--- config.mk ---
export PLATFORM = sky130hd
export DESIGN_NAME = weather_telegram_parser
export DESIGN_NICKNAME = d
export VERILOG_FILES = /design/src/wtp_pkg.sv /design/src/wtp_ram.sv /design/src/weather_telegram_parser.sv
export SDC_FILE = /design/constraint.sdc
export NUM_CORES = 1
export LEC_CHECK = 0
export BUFFER_PORTS_ARGS = -buffer_cell sky130_fd_sc_hd__clkbuf_2
export CELL_PAD_IN_SITES_DETAIL_PLACEMENT = 0
export CELL_PAD_IN_SITES_GLOBAL_PLACEMENT = 2
export CORE_ASPECT_RATIO = 0.8
export CORE_MARGIN = 5
export CORE_UTILIZATION = 50
export DETAILED_ROUTE_END_ITERATION = 10
export HOLD_SLACK_MARGIN = 0.15
export PLACE_DENSITY_LB_ADDON = 0.1
export REMOVE_ABC_BUFFERS = 1
export SKIP_CTS_REPAIR_TIMING = 1
export SYNTH_ARGS = -nofsm -noshare
export SYNTH_HDL_FRONTEND = slang
export SYNTH_SLANG_ARGS = --single-unit
--- constraint.sdc ---
create_clock -name aclk -period 14.2 [get_ports aclk]
set_clock_uncertainty 0.2 [all_clocks]
set_input_delay 0.71 -clock aclk [delete_from_list [all_inputs] [get_ports aclk]]
set_output_delay 0.71 -clock aclk [all_outputs]
set_load 0.02 [all_outputs]
--- src/wtp_pkg.sv ---
`timescale 1ns / 1ps
// ----------------------------------------------------------------------------
// Weather telegram parser package
// Byte codes, status codes, field layout and small helpers shared by the
// parser and its storage.
// ----------------------------------------------------------------------------
package wtp_pkg;

    localparam int HISTORY_DEPTH_DEF = 16;

    localparam int BYTE_W  = 8;
    localparam int POS_W   = 6;
    localparam int SUM_W   = 14;
    localparam int WIND_W  = 10;
    localparam int FRAME_DEPTH = 40;

    localparam logic [BYTE_W-1:0] START_BYTE = 8'h57;
    localparam logic [BYTE_W-1:0] END_BYTE   = 8'h03;
    localparam logic [BYTE_W-1:0] YES_CHAR   = 8'h4A;
    localparam logic [BYTE_W-1:0] PLUS_CHAR  = 8'h2B;
    localparam logic [BYTE_W-1:0] MINUS_CHAR = 8'h2D;
    localparam logic [BYTE_W-1:0] SPACE_CHAR = 8'h20;
    localparam logic [BYTE_W-1:0] TAB_CHAR   = 8'h09;
    localparam logic [BYTE_W-1:0] CR_CHAR    = 8'h0D;
    localparam logic [BYTE_W-1:0] ZERO_CHAR  = 8'h30;
    localparam logic [BYTE_W-1:0] NINE_CHAR  = 8'h39;

    localparam logic [POS_W-1:0] SUM_SPAN  = 6'd35;
    localparam logic [POS_W-1:0] FRAME_LEN = 6'd40;
    localparam logic [POS_W-1:0] POS_MAX   = 6'd63;

    localparam logic [1:0] STAT_OK  = 2'd0;
    localparam logic [1:0] STAT_LEN = 2'd1;
    localparam logic [1:0] STAT_SUM = 2'd2;

    // Telegram fields in the order they are decoded.
    typedef logic [3:0] field_t;
    localparam field_t FLD_RX = 4'd0;   // checksum
    localparam field_t FLD_TI = 4'd1;   // temperature, whole degrees
    localparam field_t FLD_TF = 4'd2;   // temperature, tenths
    localparam field_t FLD_SS = 4'd3;
    localparam field_t FLD_SW = 4'd4;
    localparam field_t FLD_SE = 4'd5;
    localparam field_t FLD_DK = 4'd6;
    localparam field_t FLD_LX = 4'd7;
    localparam field_t FLD_WI = 4'd8;   // wind, whole units
    localparam field_t FLD_WF = 4'd9;   // wind, tenths
    localparam field_t FLD_RN = 4'd10;

    typedef enum logic [1:0] {
        PH_WS   = 2'd0,
        PH_DIG  = 2'd1,
        PH_STOP = 2'd2
    } phase_t;

    function automatic logic [POS_W-1:0] fld_start(field_t f);
        logic [POS_W-1:0] s;
        unique case (f)
            FLD_RX:  s = 6'd35;
            FLD_TI:  s = 6'd1;
            FLD_TF:  s = 6'd5;
            FLD_SS:  s = 6'd6;
            FLD_SW:  s = 6'd8;
            FLD_SE:  s = 6'd10;
            FLD_DK:  s = 6'd12;
            FLD_LX:  s = 6'd13;
            FLD_WI:  s = 6'd16;
            FLD_WF:  s = 6'd19;
            FLD_RN:  s = 6'd20;
            default: s = 6'd0;
        endcase
        return s;
    endfunction

    // Offset of the last byte of a field.
    function automatic logic [1:0] fld_last(field_t f);
        logic [1:0] l;
        unique case (f)
            FLD_RX:  l = 2'd3;
            FLD_TI:  l = 2'd2;
            FLD_LX:  l = 2'd2;
            FLD_SS:  l = 2'd1;
            FLD_SW:  l = 2'd1;
            FLD_SE:  l = 2'd1;
            FLD_WI:  l = 2'd1;
            default: l = 2'd0;
        endcase
        return l;
    endfunction

    function automatic logic is_space(logic [BYTE_W-1:0] b);
        return (b == SPACE_CHAR) || ((b >= TAB_CHAR) && (b <= CR_CHAR));
    endfunction

    function automatic logic is_digit(logic [BYTE_W-1:0] b);
        return (b >= ZERO_CHAR) && (b <= NINE_CHAR);
    endfunction

    // Clamp a signed value to 0..hi.
    function automatic logic [9:0] clamp_u(logic signed [15:0] v, logic signed [15:0] hi);
        logic [9:0] r;
        if (v < 16'sd0) begin
            r = '0;
        end else if (v > hi) begin
            r = hi[9:0];
        end else begin
            r = v[9:0];
        end
        return r;
    endfunction

endpackage

--- src/wtp_ram.sv ---
`timescale 1ns / 1ps
// ----------------------------------------------------------------------------
// Generic simple dual-port RAM
// One write port and one read port with registered read data.
// ----------------------------------------------------------------------------
module wtp_ram #(
    parameter int WIDTH = 8,
    parameter int DEPTH = 40,
    parameter int AW    = (DEPTH > 1) ? $clog2(DEPTH) : 1
) (
    input  logic             aclk,
    input  logic             we,
    input  logic [AW-1:0]    waddr,
    input  logic [WIDTH-1:0] wdata,
    input  logic [AW-1:0]    raddr,
    output logic [WIDTH-1:0] rdata
);

    logic [WIDTH-1:0] mem_reg [DEPTH];
    logic [WIDTH-1:0] rdata_reg;

    always_ff @(posedge aclk) begin
        if (we) begin
            mem_reg[waddr] <= wdata;
        end
        rdata_reg <= mem_reg[raddr];
    end

    assign rdata = rdata_reg;

endmodule

--- src/weather_telegram_parser.sv ---
`timescale 1ns / 1ps
// ----------------------------------------------------------------------------
// Weather telegram parser
// Collects ASCII bytes of a weather station telegram and, on ETX, reports
// the checked and decoded telegram together with the wind gust maximum.
// ----------------------------------------------------------------------------
// Usage:
// The s_ channel carries one received byte per item (s_rx_byte). A byte
// that is not ETX is stored and summed as it is accepted, and the block is
// ready again in the next cycle. An ETX byte produces exactly one item on
// the m_ channel.
// If the telegram length is wrong, the result is loaded into the output
// register as soon as that is free. Otherwise a small sequencer reads the 22
// payload bytes back from the telegram RAM, one per cycle, through a single
// number decoder, and stops early if the checksum does not match. It then
// writes the wind value into the history RAM and walks that RAM one entry per
// cycle to find the gust maximum. The history walk and the single RAM read
// port set how long a valid telegram takes from ETX to result. s_ready stays
// low while the sequencer runs.
// The result sits in an output register. If the receiver stalls, s_ready
// returns anyway, and new bytes are taken while the result waits. Only the
// next ETX holds in its final state until the output register is free.
// Reset (aresetn low, synchronous) clears the byte position, the running
// sum, the history pointer and all history valid bits, so the ring reads as
// all zero. The telegram RAM is not cleared.
// ----------------------------------------------------------------------------
module weather_telegram_parser #(
    parameter int HISTORY_DEPTH = wtp_pkg::HISTORY_DEPTH_DEF
) (
    input  logic               aclk,
    input  logic               aresetn,

    input  logic               s_valid,
    output logic               s_ready,
    input  logic [7:0]         s_rx_byte,

    output logic               m_valid,
    input  logic               m_ready,
    output logic [1:0]         m_status,
    output logic signed [10:0] m_temperature_tenths,
    output logic [6:0]         m_sun_south,
    output logic [6:0]         m_sun_west,
    output logic [6:0]         m_sun_east,
    output logic               m_dark_flag,
    output logic [9:0]         m_daylight_lux,
    output logic [9:0]         m_wind_tenths,
    output logic [9:0]         m_gust_tenths,
    output logic               m_rain_flag,
    output logic [13:0]        m_computed_sum,
    output logic [13:0]        m_received_sum
);

    // Width of a history address. The walk counter has one bit more so that
    // it can hold the depth itself.
    localparam int HW = (HISTORY_DEPTH > 1) ? $clog2(HISTORY_DEPTH) : 1;
    localparam logic [HW:0]   HIST_COUNT = (HW + 1)'(HISTORY_DEPTH);
    localparam logic [HW-1:0] HIST_LAST  = HW'(HISTORY_DEPTH - 1);

    typedef enum logic [4:0] {
        ST_IDLE  = 5'b00001,
        ST_PARSE = 5'b00010,
        ST_HIST  = 5'b00100,
        ST_GUST  = 5'b01000,
        ST_DONE  = 5'b10000
    } state_t;

    // Control state.
    state_t                   state_reg, state_next;
    logic [5:0]               pos_reg, pos_next;
    logic [13:0]              sum_reg, sum_next;
    logic                     iss_on_reg, iss_on_next;
    logic                     p_valid_reg, p_valid_next;
    logic [HW-1:0]            hptr_reg, hptr_next;
    logic [HISTORY_DEPTH-1:0] hvalid_reg, hvalid_next;
    logic                     g_pend_reg, g_pend_next;
    logic                     m_valid_reg, m_valid_next;

    // Sequencer payload.
    wtp_pkg::field_t          iss_fld_reg, iss_fld_next;
    logic [1:0]               iss_off_reg, iss_off_next;
    wtp_pkg::field_t          p_fld_reg, p_fld_next;
    logic                     p_first_reg, p_first_next;
    logic                     p_last_reg, p_last_next;
    wtp_pkg::phase_t          ph_reg, ph_next;
    logic                     neg_reg, neg_next;
    logic [13:0]              acc_reg, acc_next;
    logic signed [15:0]       tint_reg, tint_next;
    logic signed [15:0]       wint_reg, wint_next;
    logic [HW:0]              gcnt_reg, gcnt_next;
    logic                     g_tag_reg, g_tag_next;

    // Working result.
    logic [1:0]               r_status_reg, r_status_next;
    logic signed [10:0]       r_temp_reg, r_temp_next;
    logic [6:0]               r_ss_reg, r_ss_next;
    logic [6:0]               r_sw_reg, r_sw_next;
    logic [6:0]               r_se_reg, r_se_next;
    logic                     r_dark_reg, r_dark_next;
    logic [9:0]               r_lux_reg, r_lux_next;
    logic [9:0]               r_wind_reg, r_wind_next;
    logic [9:0]               r_gust_reg, r_gust_next;
    logic                     r_rain_reg, r_rain_next;
    logic [13:0]              r_csum_reg, r_csum_next;
    logic [13:0]              r_rsum_reg, r_rsum_next;

    // Output register.
    logic [1:0]               m_status_reg, m_status_next;
    logic signed [10:0]       m_temp_reg, m_temp_next;
    logic [6:0]               m_ss_reg, m_ss_next;
    logic [6:0]               m_sw_reg, m_sw_next;
    logic [6:0]               m_se_reg, m_se_next;
    logic                     m_dark_reg, m_dark_next;
    logic [9:0]               m_lux_reg, m_lux_next;
    logic [9:0]               m_wind_reg, m_wind_next;
    logic [9:0]               m_gust_reg, m_gust_next;
    logic                     m_rain_reg, m_rain_next;
    logic [13:0]              m_csum_reg, m_csum_next;
    logic [13:0]              m_rsum_reg, m_rsum_next;

    // Memory ports.
    logic                     tel_we;
    logic [5:0]               tel_waddr;
    logic [5:0]               tel_raddr;
    logic [7:0]               tel_rdata;
    logic                     hist_we;
    logic [HW-1:0]            hist_raddr;
    logic [9:0]               hist_rdata;

    // Byte intake.
    logic                     accept;
    logic [5:0]               pos_eff;
    logic [13:0]              sum_eff;
    logic [13:0]              sum_add;
    logic [5:0]               pos_inc;

    // Number decoder.
    wtp_pkg::phase_t          ph_cur, ph_new;
    logic                     neg_cur, neg_new;
    logic [13:0]              acc_cur, acc_new;
    logic [16:0]              acc_x10;
    logic signed [15:0]       acc_s;
    logic signed [15:0]       sval;
    logic signed [15:0]       tcalc;
    logic signed [15:0]       wcalc;
    logic [13:0]              rsum_val;
    logic                     rx_ok;
    logic signed [10:0]       temp_sat;

    assign accept  = s_valid && s_ready;
    assign s_ready = (state_reg == ST_IDLE);

    // A start byte restarts the telegram and itself becomes byte zero.
    assign pos_eff = (s_rx_byte == wtp_pkg::START_BYTE) ? '0 : pos_reg;
    assign sum_eff = (s_rx_byte == wtp_pkg::START_BYTE) ? '0 : sum_reg;
    assign sum_add = sum_eff + {6'd0, s_rx_byte};
    assign pos_inc = (pos_eff < wtp_pkg::POS_MAX) ? pos_eff + 6'd1 : pos_eff;

    assign tel_we    = accept && (pos_eff < wtp_pkg::FRAME_LEN);
    assign tel_waddr = pos_eff;
    assign tel_raddr = wtp_pkg::fld_start(iss_fld_reg) + {4'd0, iss_off_reg};

    assign hist_raddr = gcnt_reg[HW-1:0];

    wtp_ram #(
        .WIDTH (wtp_pkg::BYTE_W),
        .DEPTH (wtp_pkg::FRAME_DEPTH),
        .AW    (wtp_pkg::POS_W)
    ) u_tel_ram (
        .aclk  (aclk),
        .we    (tel_we),
        .waddr (tel_waddr),
        .wdata (s_rx_byte),
        .raddr (tel_raddr),
        .rdata (tel_rdata)
    );

    wtp_ram #(
        .WIDTH (wtp_pkg::WIND_W),
        .DEPTH (HISTORY_DEPTH),
        .AW    (HW)
    ) u_hist_ram (
        .aclk  (aclk),
        .we    (hist_we),
        .waddr (hptr_reg),
        .wdata (r_wind_reg),
        .raddr (hist_raddr),
        .rdata (hist_rdata)
    );

    // The decoder works on the byte returned by the telegram RAM. The first
    // byte of a field starts from a fresh state: skip white space, take one
    // optional sign, then collect digits until the first non-digit.
    always_comb begin
        ph_cur  = p_first_reg ? wtp_pkg::PH_WS : ph_reg;
        neg_cur = p_first_reg ? 1'b0 : neg_reg;
        acc_cur = p_first_reg ? '0 : acc_reg;
        ph_new  = ph_cur;
        neg_new = neg_cur;
        acc_new = acc_cur;
        acc_x10 = {acc_cur, 3'b000} + {2'b00, acc_cur, 1'b0} + {13'd0, tel_rdata[3:0]};
        unique case (ph_cur)
            wtp_pkg::PH_WS: begin
                if (wtp_pkg::is_space(tel_rdata)) begin
                    ph_new = wtp_pkg::PH_WS;
                end else if (tel_rdata == wtp_pkg::PLUS_CHAR ||
                             tel_rdata == wtp_pkg::MINUS_CHAR) begin
                    neg_new = (tel_rdata == wtp_pkg::MINUS_CHAR);
                    ph_new  = wtp_pkg::PH_DIG;
                end else if (wtp_pkg::is_digit(tel_rdata)) begin
                    acc_new = acc_x10[13:0];
                    ph_new  = wtp_pkg::PH_DIG;
                end else begin
                    ph_new = wtp_pkg::PH_STOP;
                end
            end
            wtp_pkg::PH_DIG: begin
                if (wtp_pkg::is_digit(tel_rdata)) begin
                    acc_new = acc_x10[13:0];
                end else begin
                    ph_new = wtp_pkg::PH_STOP;
                end
            end
            default: begin
                ph_new = wtp_pkg::PH_STOP;
            end
        endcase

        acc_s = $signed({2'b00, acc_new});
        sval  = neg_new ? -acc_s : acc_s;

        // The tenths digit is added with its own sign, so "-12.5" gives -115.
        tcalc = (tint_reg <<< 3) + (tint_reg <<< 1) + sval;
        wcalc = (wint_reg <<< 3) + (wint_reg <<< 1) + sval;

        if (tcalc > 16'sd999) begin
            temp_sat = 11'sd999;
        end else if (tcalc < -16'sd999) begin
            temp_sat = -11'sd999;
        end else begin
            temp_sat = tcalc[10:0];
        end

        // A negative checksum reads as zero but never matches.
        rsum_val = neg_new ? '0 : acc_new;
        rx_ok    = (rsum_val == r_csum_reg) && !(neg_new && (acc_new != '0));
    end

    always_comb begin
        state_next    = state_reg;
        pos_next      = pos_reg;
        sum_next      = sum_reg;
        iss_on_next   = iss_on_reg;
        p_valid_next  = 1'b0;
        hptr_next     = hptr_reg;
        hvalid_next   = hvalid_reg;
        g_pend_next   = 1'b0;
        m_valid_next  = m_valid_reg && !m_ready;

        iss_fld_next  = iss_fld_reg;
        iss_off_next  = iss_off_reg;
        p_fld_next    = iss_fld_reg;
        p_first_next  = (iss_off_reg == 2'd0);
        p_last_next   = (iss_off_reg == wtp_pkg::fld_last(iss_fld_reg));
        ph_next       = ph_reg;
        neg_next      = neg_reg;
        acc_next      = acc_reg;
        tint_next     = tint_reg;
        wint_next     = wint_reg;
        gcnt_next     = gcnt_reg;
        g_tag_next    = g_tag_reg;

        r_status_next = r_status_reg;
        r_temp_next   = r_temp_reg;
        r_ss_next     = r_ss_reg;
        r_sw_next     = r_sw_reg;
        r_se_next     = r_se_reg;
        r_dark_next   = r_dark_reg;
        r_lux_next    = r_lux_reg;
        r_wind_next   = r_wind_reg;
        r_gust_next   = r_gust_reg;
        r_rain_next   = r_rain_reg;
        r_csum_next   = r_csum_reg;
        r_rsum_next   = r_rsum_reg;

        m_status_next = m_status_reg;
        m_temp_next   = m_temp_reg;
        m_ss_next     = m_ss_reg;
        m_sw_next     = m_sw_reg;
        m_se_next     = m_se_reg;
        m_dark_next   = m_dark_reg;
        m_lux_next    = m_lux_reg;
        m_wind_next   = m_wind_reg;
        m_gust_next   = m_gust_reg;
        m_rain_next   = m_rain_reg;
        m_csum_next   = m_csum_reg;
        m_rsum_next   = m_rsum_reg;

        hist_we       = 1'b0;

        unique case (state_reg)
            ST_IDLE: begin
                if (accept) begin
                    pos_next = pos_inc;
                    sum_next = (pos_eff < wtp_pkg::SUM_SPAN) ? sum_add : sum_eff;
                    if (s_rx_byte == wtp_pkg::END_BYTE) begin
                        r_status_next = wtp_pkg::STAT_OK;
                        r_temp_next   = '0;
                        r_ss_next     = '0;
                        r_sw_next     = '0;
                        r_se_next     = '0;
                        r_dark_next   = 1'b0;
                        r_lux_next    = '0;
                        r_wind_next   = '0;
                        r_gust_next   = '0;
                        r_rain_next   = 1'b0;
                        r_rsum_next   = '0;
                        r_csum_next   = (pos_eff < wtp_pkg::SUM_SPAN) ? sum_add : sum_eff;
                        if (pos_inc != wtp_pkg::FRAME_LEN) begin
                            r_status_next = wtp_pkg::STAT_LEN;
                            state_next    = ST_DONE;
                        end else begin
                            iss_on_next  = 1'b1;
                            iss_fld_next = wtp_pkg::FLD_RX;
                            iss_off_next = 2'd0;
                            state_next   = ST_PARSE;
                        end
                    end
                end
            end

            ST_PARSE: begin
                // Read side: one telegram byte address per cycle.
                if (iss_on_reg) begin
                    p_valid_next = 1'b1;
                    if (iss_off_reg == wtp_pkg::fld_last(iss_fld_reg)) begin
                        iss_off_next = 2'd0;
                        iss_fld_next = iss_fld_reg + 4'd1;
                        if (iss_fld_reg == wtp_pkg::FLD_RN) begin
                            iss_on_next = 1'b0;
                        end
                    end else begin
                        iss_off_next = iss_off_reg + 2'd1;
                    end
                end
                // Decode side: the byte read in the cycle before.
                if (p_valid_reg) begin
                    ph_next  = ph_new;
                    neg_next = neg_new;
                    acc_next = acc_new;
                    if (p_last_reg) begin
                        unique case (p_fld_reg)
                            wtp_pkg::FLD_RX: begin
                                r_rsum_next = rsum_val;
                                if (!rx_ok) begin
                                    r_status_next = wtp_pkg::STAT_SUM;
                                    iss_on_next   = 1'b0;
                                    p_valid_next  = 1'b0;
                                    state_next    = ST_DONE;
                                end
                            end
                            wtp_pkg::FLD_TI: tint_next = sval;
                            wtp_pkg::FLD_TF: r_temp_next = temp_sat;
                            wtp_pkg::FLD_SS: r_ss_next = 7'(wtp_pkg::clamp_u(sval, 16'sd99));
                            wtp_pkg::FLD_SW: r_sw_next = 7'(wtp_pkg::clamp_u(sval, 16'sd99));
                            wtp_pkg::FLD_SE: r_se_next = 7'(wtp_pkg::clamp_u(sval, 16'sd99));
                            wtp_pkg::FLD_DK: r_dark_next = (tel_rdata == wtp_pkg::YES_CHAR);
                            wtp_pkg::FLD_LX: r_lux_next = wtp_pkg::clamp_u(sval, 16'sd999);
                            wtp_pkg::FLD_WI: wint_next = sval;
                            wtp_pkg::FLD_WF: r_wind_next = wtp_pkg::clamp_u(wcalc, 16'sd999);
                            wtp_pkg::FLD_RN: begin
                                r_rain_next = (tel_rdata == wtp_pkg::YES_CHAR);
                                state_next  = ST_HIST;
                            end
                            default: begin
                                state_next = ST_HIST;
                            end
                        endcase
                    end
                end
            end

            ST_HIST: begin
                hist_we                 = 1'b1;
                hvalid_next[hptr_reg]   = 1'b1;
                hptr_next   = (hptr_reg == HIST_LAST) ? '0 : hptr_reg + HW'(1);
                gcnt_next   = '0;
                r_gust_next = '0;
                state_next  = ST_GUST;
            end

            ST_GUST: begin
                // Entries never written are skipped by their valid bit and cannot raise the maximum.
                if (gcnt_reg < HIST_COUNT) begin
                    g_pend_next = 1'b1;
                    g_tag_next  = hvalid_reg[gcnt_reg[HW-1:0]];
                    gcnt_next   = gcnt_reg + (HW + 1)'(1);
                end
                if (g_pend_reg && g_tag_reg && (hist_rdata > r_gust_reg)) begin
                    r_gust_next = hist_rdata;
                end
                if ((gcnt_reg == HIST_COUNT) && !g_pend_reg) begin
                    state_next = ST_DONE;
                end
            end

            ST_DONE: begin
                if (!m_valid_reg || m_ready) begin
                    m_valid_next  = 1'b1;
                    m_status_next = r_status_reg;
                    m_temp_next   = r_temp_reg;
                    m_ss_next     = r_ss_reg;
                    m_sw_next     = r_sw_reg;
                    m_se_next     = r_se_reg;
                    m_dark_next   = r_dark_reg;
                    m_lux_next    = r_lux_reg;
                    m_wind_next   = r_wind_reg;
                    m_gust_next   = r_gust_reg;
                    m_rain_next   = r_rain_reg;
                    m_csum_next   = r_csum_reg;
                    m_rsum_next   = r_rsum_reg;
                    state_next    = ST_IDLE;
                end
            end

            default: begin
                state_next = ST_IDLE;
            end
        endcase
    end

    always_ff @(posedge aclk) begin
        if (!aresetn) begin
            state_reg   <= ST_IDLE;
            pos_reg     <= '0;
            sum_reg     <= '0;
            iss_on_reg  <= 1'b0;
            p_valid_reg <= 1'b0;
            hptr_reg    <= '0;
            hvalid_reg  <= '0;
            g_pend_reg  <= 1'b0;
            m_valid_reg <= 1'b0;
        end else begin
            state_reg   <= state_next;
            pos_reg     <= pos_next;
            sum_reg     <= sum_next;
            iss_on_reg  <= iss_on_next;
            p_valid_reg <= p_valid_next;
            hptr_reg    <= hptr_next;
            hvalid_reg  <= hvalid_next;
            g_pend_reg  <= g_pend_next;
            m_valid_reg <= m_valid_next;
        end
    end

    always_ff @(posedge aclk) begin
        iss_fld_reg  <= iss_fld_next;
        iss_off_reg  <= iss_off_next;
        p_fld_reg    <= p_fld_next;
        p_first_reg  <= p_first_next;
        p_last_reg   <= p_last_next;
        ph_reg       <= ph_next;
        neg_reg      <= neg_next;
        acc_reg      <= acc_next;
        tint_reg     <= tint_next;
        wint_reg     <= wint_next;
        gcnt_reg     <= gcnt_next;
        g_tag_reg    <= g_tag_next;

        r_status_reg <= r_status_next;
        r_temp_reg   <= r_temp_next;
        r_ss_reg     <= r_ss_next;
        r_sw_reg     <= r_sw_next;
        r_se_reg     <= r_se_next;
        r_dark_reg   <= r_dark_next;
        r_lux_reg    <= r_lux_next;
        r_wind_reg   <= r_wind_next;
        r_gust_reg   <= r_gust_next;
        r_rain_reg   <= r_rain_next;
        r_csum_reg   <= r_csum_next;
        r_rsum_reg   <= r_rsum_next;

        m_status_reg <= m_status_next;
        m_temp_reg   <= m_temp_next;
        m_ss_reg     <= m_ss_next;
        m_sw_reg     <= m_sw_next;
        m_se_reg     <= m_se_next;
        m_dark_reg   <= m_dark_next;
        m_lux_reg    <= m_lux_next;
        m_wind_reg   <= m_wind_next;
        m_gust_reg   <= m_gust_next;
        m_rain_reg   <= m_rain_next;
        m_csum_reg   <= m_csum_next;
        m_rsum_reg   <= m_rsum_next;
    end

    assign m_valid              = m_valid_reg;
    assign m_status             = m_status_reg;
    assign m_temperature_tenths = m_temp_reg;
    assign m_sun_south          = m_ss_reg;
    assign m_sun_west           = m_sw_reg;
    assign m_sun_east           = m_se_reg;
    assign m_dark_flag          = m_dark_reg;
    assign m_daylight_lux       = m_lux_reg;
    assign m_wind_tenths        = m_wind_reg;
    assign m_gust_tenths        = m_gust_reg;
    assign m_rain_flag          = m_rain_reg;
    assign m_computed_sum       = m_csum_reg;
    assign m_received_sum       = m_rsum_reg;

    // A valid telegram must carry a matching checksum.
    a_ok_sum_match: assert property (@(posedge aclk) disable iff (!aresetn)
        m_valid && (m_status == wtp_pkg::STAT_OK) |-> m_computed_sum == m_received_sum)
        else $error("valid result with mismatching checksum");

    // The gust maximum includes the wind value just written.
    a_gust_covers_wind: assert property (@(posedge aclk) disable iff (!aresetn)
        m_valid && (m_status == wtp_pkg::STAT_OK) |-> m_gust_tenths >= m_wind_tenths)
        else $error("gust below current wind");

    // Rejected telegrams report no decoded data.
    a_bad_is_zero: assert property (@(posedge aclk) disable iff (!aresetn)
        m_valid && (m_status != wtp_pkg::STAT_OK) |->
            (m_wind_tenths == '0) && (m_gust_tenths == '0) &&
            (m_temperature_tenths == '0) && !m_rain_flag && !m_dark_flag)
        else $error("rejected telegram carries data");

    // Bytes other than ETX never keep the block busy.
    a_plain_byte_fast: assert property (@(posedge aclk) disable iff (!aresetn)
        s_valid && s_ready && (s_rx_byte != wtp_pkg::END_BYTE) |=> s_ready)
        else $error("block busy after a plain byte");

    a_status_code: assert property (@(posedge aclk) disable iff (!aresetn)
        m_valid |-> (m_status == wtp_pkg::STAT_OK) || (m_status == wtp_pkg::STAT_LEN) ||
                    (m_status == wtp_pkg::STAT_SUM))
        else $error("undefined status code");

endmodule

==> flow_summary_export.csv <==
group,metric,value,unit
routing,wirelength,77400,µm
status,status,"finished, final reports clean",
place,io_buffer_count,107,
clock_tree,cts_buffer_depth,3,
sta,slew-limit-headroom,15.6,%
floorplan,floorplan.die.height,246,µm
critical_path,max_stage_delay,820,ps
yosys,ys_dominant_reg_cell,"sky130_fd_sc_hd__edfxtp_1",
floorplan,fp.dieW,305,µm
yosys,synth_cells,2179,
sta,final-max-slew-violation-count,0,
yosys,synth_async_sr_flop_share,0,%
run,maxCapViolations,0,
layout,finish.net_count,2455,
sta,finalHoldViolCount,0,
global_routing,grt_first_pass_wirelength,119000,µm
yosys,seq_total_area_yosys,67.3,%
layout,antennaDiodeCount,0,
yosys,yosysWarnings,0,
critical_path,critPathTopFamily,"simple AND/OR/NAND/NOR gates",
critical_path,end_kind,"flip-flop",
power_and_ir_drop,power_density,129,mW/mm²
global_routing,grt_pass1_vias,19035,
layout,largest_register_ffs,320,
routing,drtIter0Drc,1490,
critical_path,timing.critical_path.slowest_stage_cell,"sky130_fd_sc_hd__dfxtp_1",
clock_tree,cts-htree-levels,3,
critical_path,cp-endpoint,"r_temp_reg[6]",
floorplan,design.core.area,0.0690,mm²
critical_path,cp.arrival,8050,ps
routing,vias_per_cell,5.76,
clock_tree,cts_tree,"yes",
global_routing,global_route_total_overflow,0,
floorplan,dieArea,0.0750,mm²
yosys,yosys.area.top_type_share,62.7,%
sta,aggregate_negative_setup_slack,0,ps
min_path,min_delay_worst_type,"flip-flop to flip-flop",
yosys,synth.largest_area_cell,"sky130_fd_sc_hd__edfxtp_1",
yosys,yosys-top-cells-area,"sky130_fd_sc_hd__edfxtp_1, sky130_fd_sc_hd__mux4_2, sky130_fd_sc_hd__dfxtp_1",
routing,drc,0,
power_and_ir_drop,total_power,5.03,mW
critical_path,worst_path_most_repeated_cell,"sky130_fd_sc_hd__ha_1",
routing,dr_total_vias,19071,
sta,period_minus_slack,7810,ps
critical_path,crit_start,"p_first_reg",
global_routing,grt_use_total,20.7,%
critical_path,critical_path.max_fanout,23,
floorplan,io_pins,108,
critical_path,timing.rr.end,"r_temp_reg[6]",
place,dpl_wire_length,52600,µm
place,routabilityCongestion,0.851,
clock_tree,clk_root_buffer_cell,"sky130_fd_sc_hd__clkbuf_16",
yosys,yosys-top-cells-count,"sky130_fd_sc_hd__edfxtp_1, sky130_fd_sc_hd__nor2_1, sky130_fd_sc_hd__mux4_2",
sta,worst-slew-pin-transition,1260,ps
critical_path,r2r_start,"p_first_reg",
critical_path,r2r_cells,26,
routing,drt_pre_antenna_iters,6,
yosys,synth_area_per_cell,16.0,µm²
clock_tree,cts.clk_slew.worst_paths,60,ps
sta,timing.final.setup_violations,0,
critical_path,path_depth,26,
min_path,min-delay-start,"r_rsum_reg[13]",
critical_path,criticalPathCategory,"flip-flop to flip-flop",
global_routing,grt_max_degree,63,
global_routing,grt_antenna_before_repair,0,
critical_path,buffers_and_inverters_on_the_worst_path,1,
power_and_ir_drop,cellLeakagePower,13.5,nW
critical_path,worst-endpoint-required,14440,ps
layout,area.growth.synth_to_final,12.2,%
yosys,synth.cell_area,0.0348,mm²
floorplan,rows,86,
sta,rsz0062_at_grt,"false",
sta,finalCritPeriodShare,55.0,%
layout,drive_above_1_share,18.2,%
yosys,synthMostInstantiatedCell,"sky130_fd_sc_hd__edfxtp_1",
routing,ant_nets,0,
min_path,hold_depth,0,
yosys,synth_seq_cells,806,
floorplan,start_util,50.5,%
yosys,ys_types,85,
clock_tree,tritoncts.num_buffers,80,
sta,highest_attainable_clock_frequency,128,MHz
clock_tree,cts.sinks,806,
critical_path,rrSetupSlack,6390,ps
yosys,number_of_synthesized_flops_with_an_enable_pin,727,
power_and_ir_drop,vdd_ir_drop_max,0.0000955,V
routing,route.detailed.wl_per_inst,23.4,µm
clock_tree,worstSkewPairLatency,630,ps
critical_path,startpoint_type,"flip-flop",
==> how the worst min path moves through the flow <==
stage / end / slack [ps]
after floorplan: m_dark_flag / 200
after global routing: m_received_sum[13] / 220
after global placement: m_temperature_tenths[6] / 200
after detailed placement: m_received_sum[0] / 200
final: m_received_sum[13] / 220
after CTS: m_received_sum[11] / 220
==> layout by cell type (no fill, tap or decap), types with 63 or more instances in the layout <==
master,synthesis,final
sky130_fd_sc_hd__a21oi_1,79,79
sky130_fd_sc_hd__clkbuf_16,0,82
sky130_fd_sc_hd__clkbuf_2,0,107
sky130_fd_sc_hd__dfxtp_1,79,79
sky130_fd_sc_hd__edfxtp_1,727,727
sky130_fd_sc_hd__ha_1,89,88
sky130_fd_sc_hd__inv_1,103,103
sky130_fd_sc_hd__mux4_2,151,151
sky130_fd_sc_hd__nand2_1,86,86
sky130_fd_sc_hd__nor2_1,181,181
sky130_fd_sc_hd__o21ai_0,63,63
==> where the power goes <==
part | switching, mW | leakage (nW) | total [mW] | internal, mW
clock network | 0.879 | 1.24 | 2.07 | 1.19
logic | 0.174 | 5.05 | 0.271 | 0.0968
registers | 0.0420 | 7.21 | 2.69 | 2.64
==> worst register-to-register path: stages (launching register included) <==
cell                       delay (ps)
sky130_fd_sc_hd__dfxtp_1          820
sky130_fd_sc_hd__nor2b_1          240
sky130_fd_sc_hd__ha_1             350
sky130_fd_sc_hd__ha_1             200
sky130_fd_sc_hd__inv_1             70
sky130_fd_sc_hd__fa_1             390
sky130_fd_sc_hd__nand2b_1         210
sky130_fd_sc_hd__a211o_1          290
sky130_fd_sc_hd__a22oi_1          200
sky130_fd_sc_hd__xor2_1           130
sky130_fd_sc_hd__a22oi_1          510
sky130_fd_sc_hd__nand2_1          190
sky130_fd_sc_hd__nor4_1           530
sky130_fd_sc_hd__nor2_1           120
sky130_fd_sc_hd__xnor2_1          450
sky130_fd_sc_hd__fa_1             510
sky130_fd_sc_hd__ha_1             260
sky130_fd_sc_hd__or2_2            330
sky130_fd_sc_hd__nor3_1           140
sky130_fd_sc_hd__o211ai_1         130
sky130_fd_sc_hd__a31o_2           250
sky130_fd_sc_hd__a21oi_1          170
sky130_fd_sc_hd__xnor2_1          200
sky130_fd_sc_hd__xor2_1           130
sky130_fd_sc_hd__nor2_1           300
sky130_fd_sc_hd__nand2_1          160
sky130_fd_sc_hd__o21ai_0          150
==> layer usage <==
metal	up-vias	share of wire [%]	track usage [%]
met5	-	0	0
met4	0	2.2	5.55
met1	9677	47	32.2
met2	557	45	30.9
met3	117	5.6	3.23
li1	8720	-	-
==> per-stage QoR <==
stage          util (%)  hold slack (ps)  instance area, µm²  setup WS (ps)  instances
2_1_floorplan         -              200               34500           7630       2104
3_3_place_gp       52.9              203               36500           6640       3167
3_5_place_dp       52.9              205               36500           6430       3167
4_1_cts            56.6              218               39100           6420       3313
5_1_grt            56.6              222               39100           5590       3313
6_report           56.6              218               39100           6390       3313
==> cell type report <==
| type | instances | area (µm²) |
|---|---|---|
| Tap cell | 924 | 1160 |
| Inverter | 107 | 402 |
| Fill cell | 5433 | 29900 |
| Clock inverter | 36 | 382 |
| Multi-Input combinational cell | 1191 | 10800 |
| Clock buffer | 110 | 2190 |
| Timing Repair Buffer | 139 | 776 |
| Sequential cell | 806 | 23400 |
==> cell families (layout without fill, tap and decap cells) <==
kind of cell | count (synthesis) | in the layout | synth area share [%]
muxes | 172 | 172 | 10.4
and+or+nand+nor | 511 | 511 | 7.42
AOI/OAI and AO/OA | 309 | 309 | 6.01
DFF | 806 | 806 | 67.3
adders and majority gates | 118 | 118 | 4.87
xor gates and xnor gates | 81 | 81 | 2.06
buffers and inverters | 182 | 392 | 2.01
No activity file was read; power rests on OpenSTA's default activity.
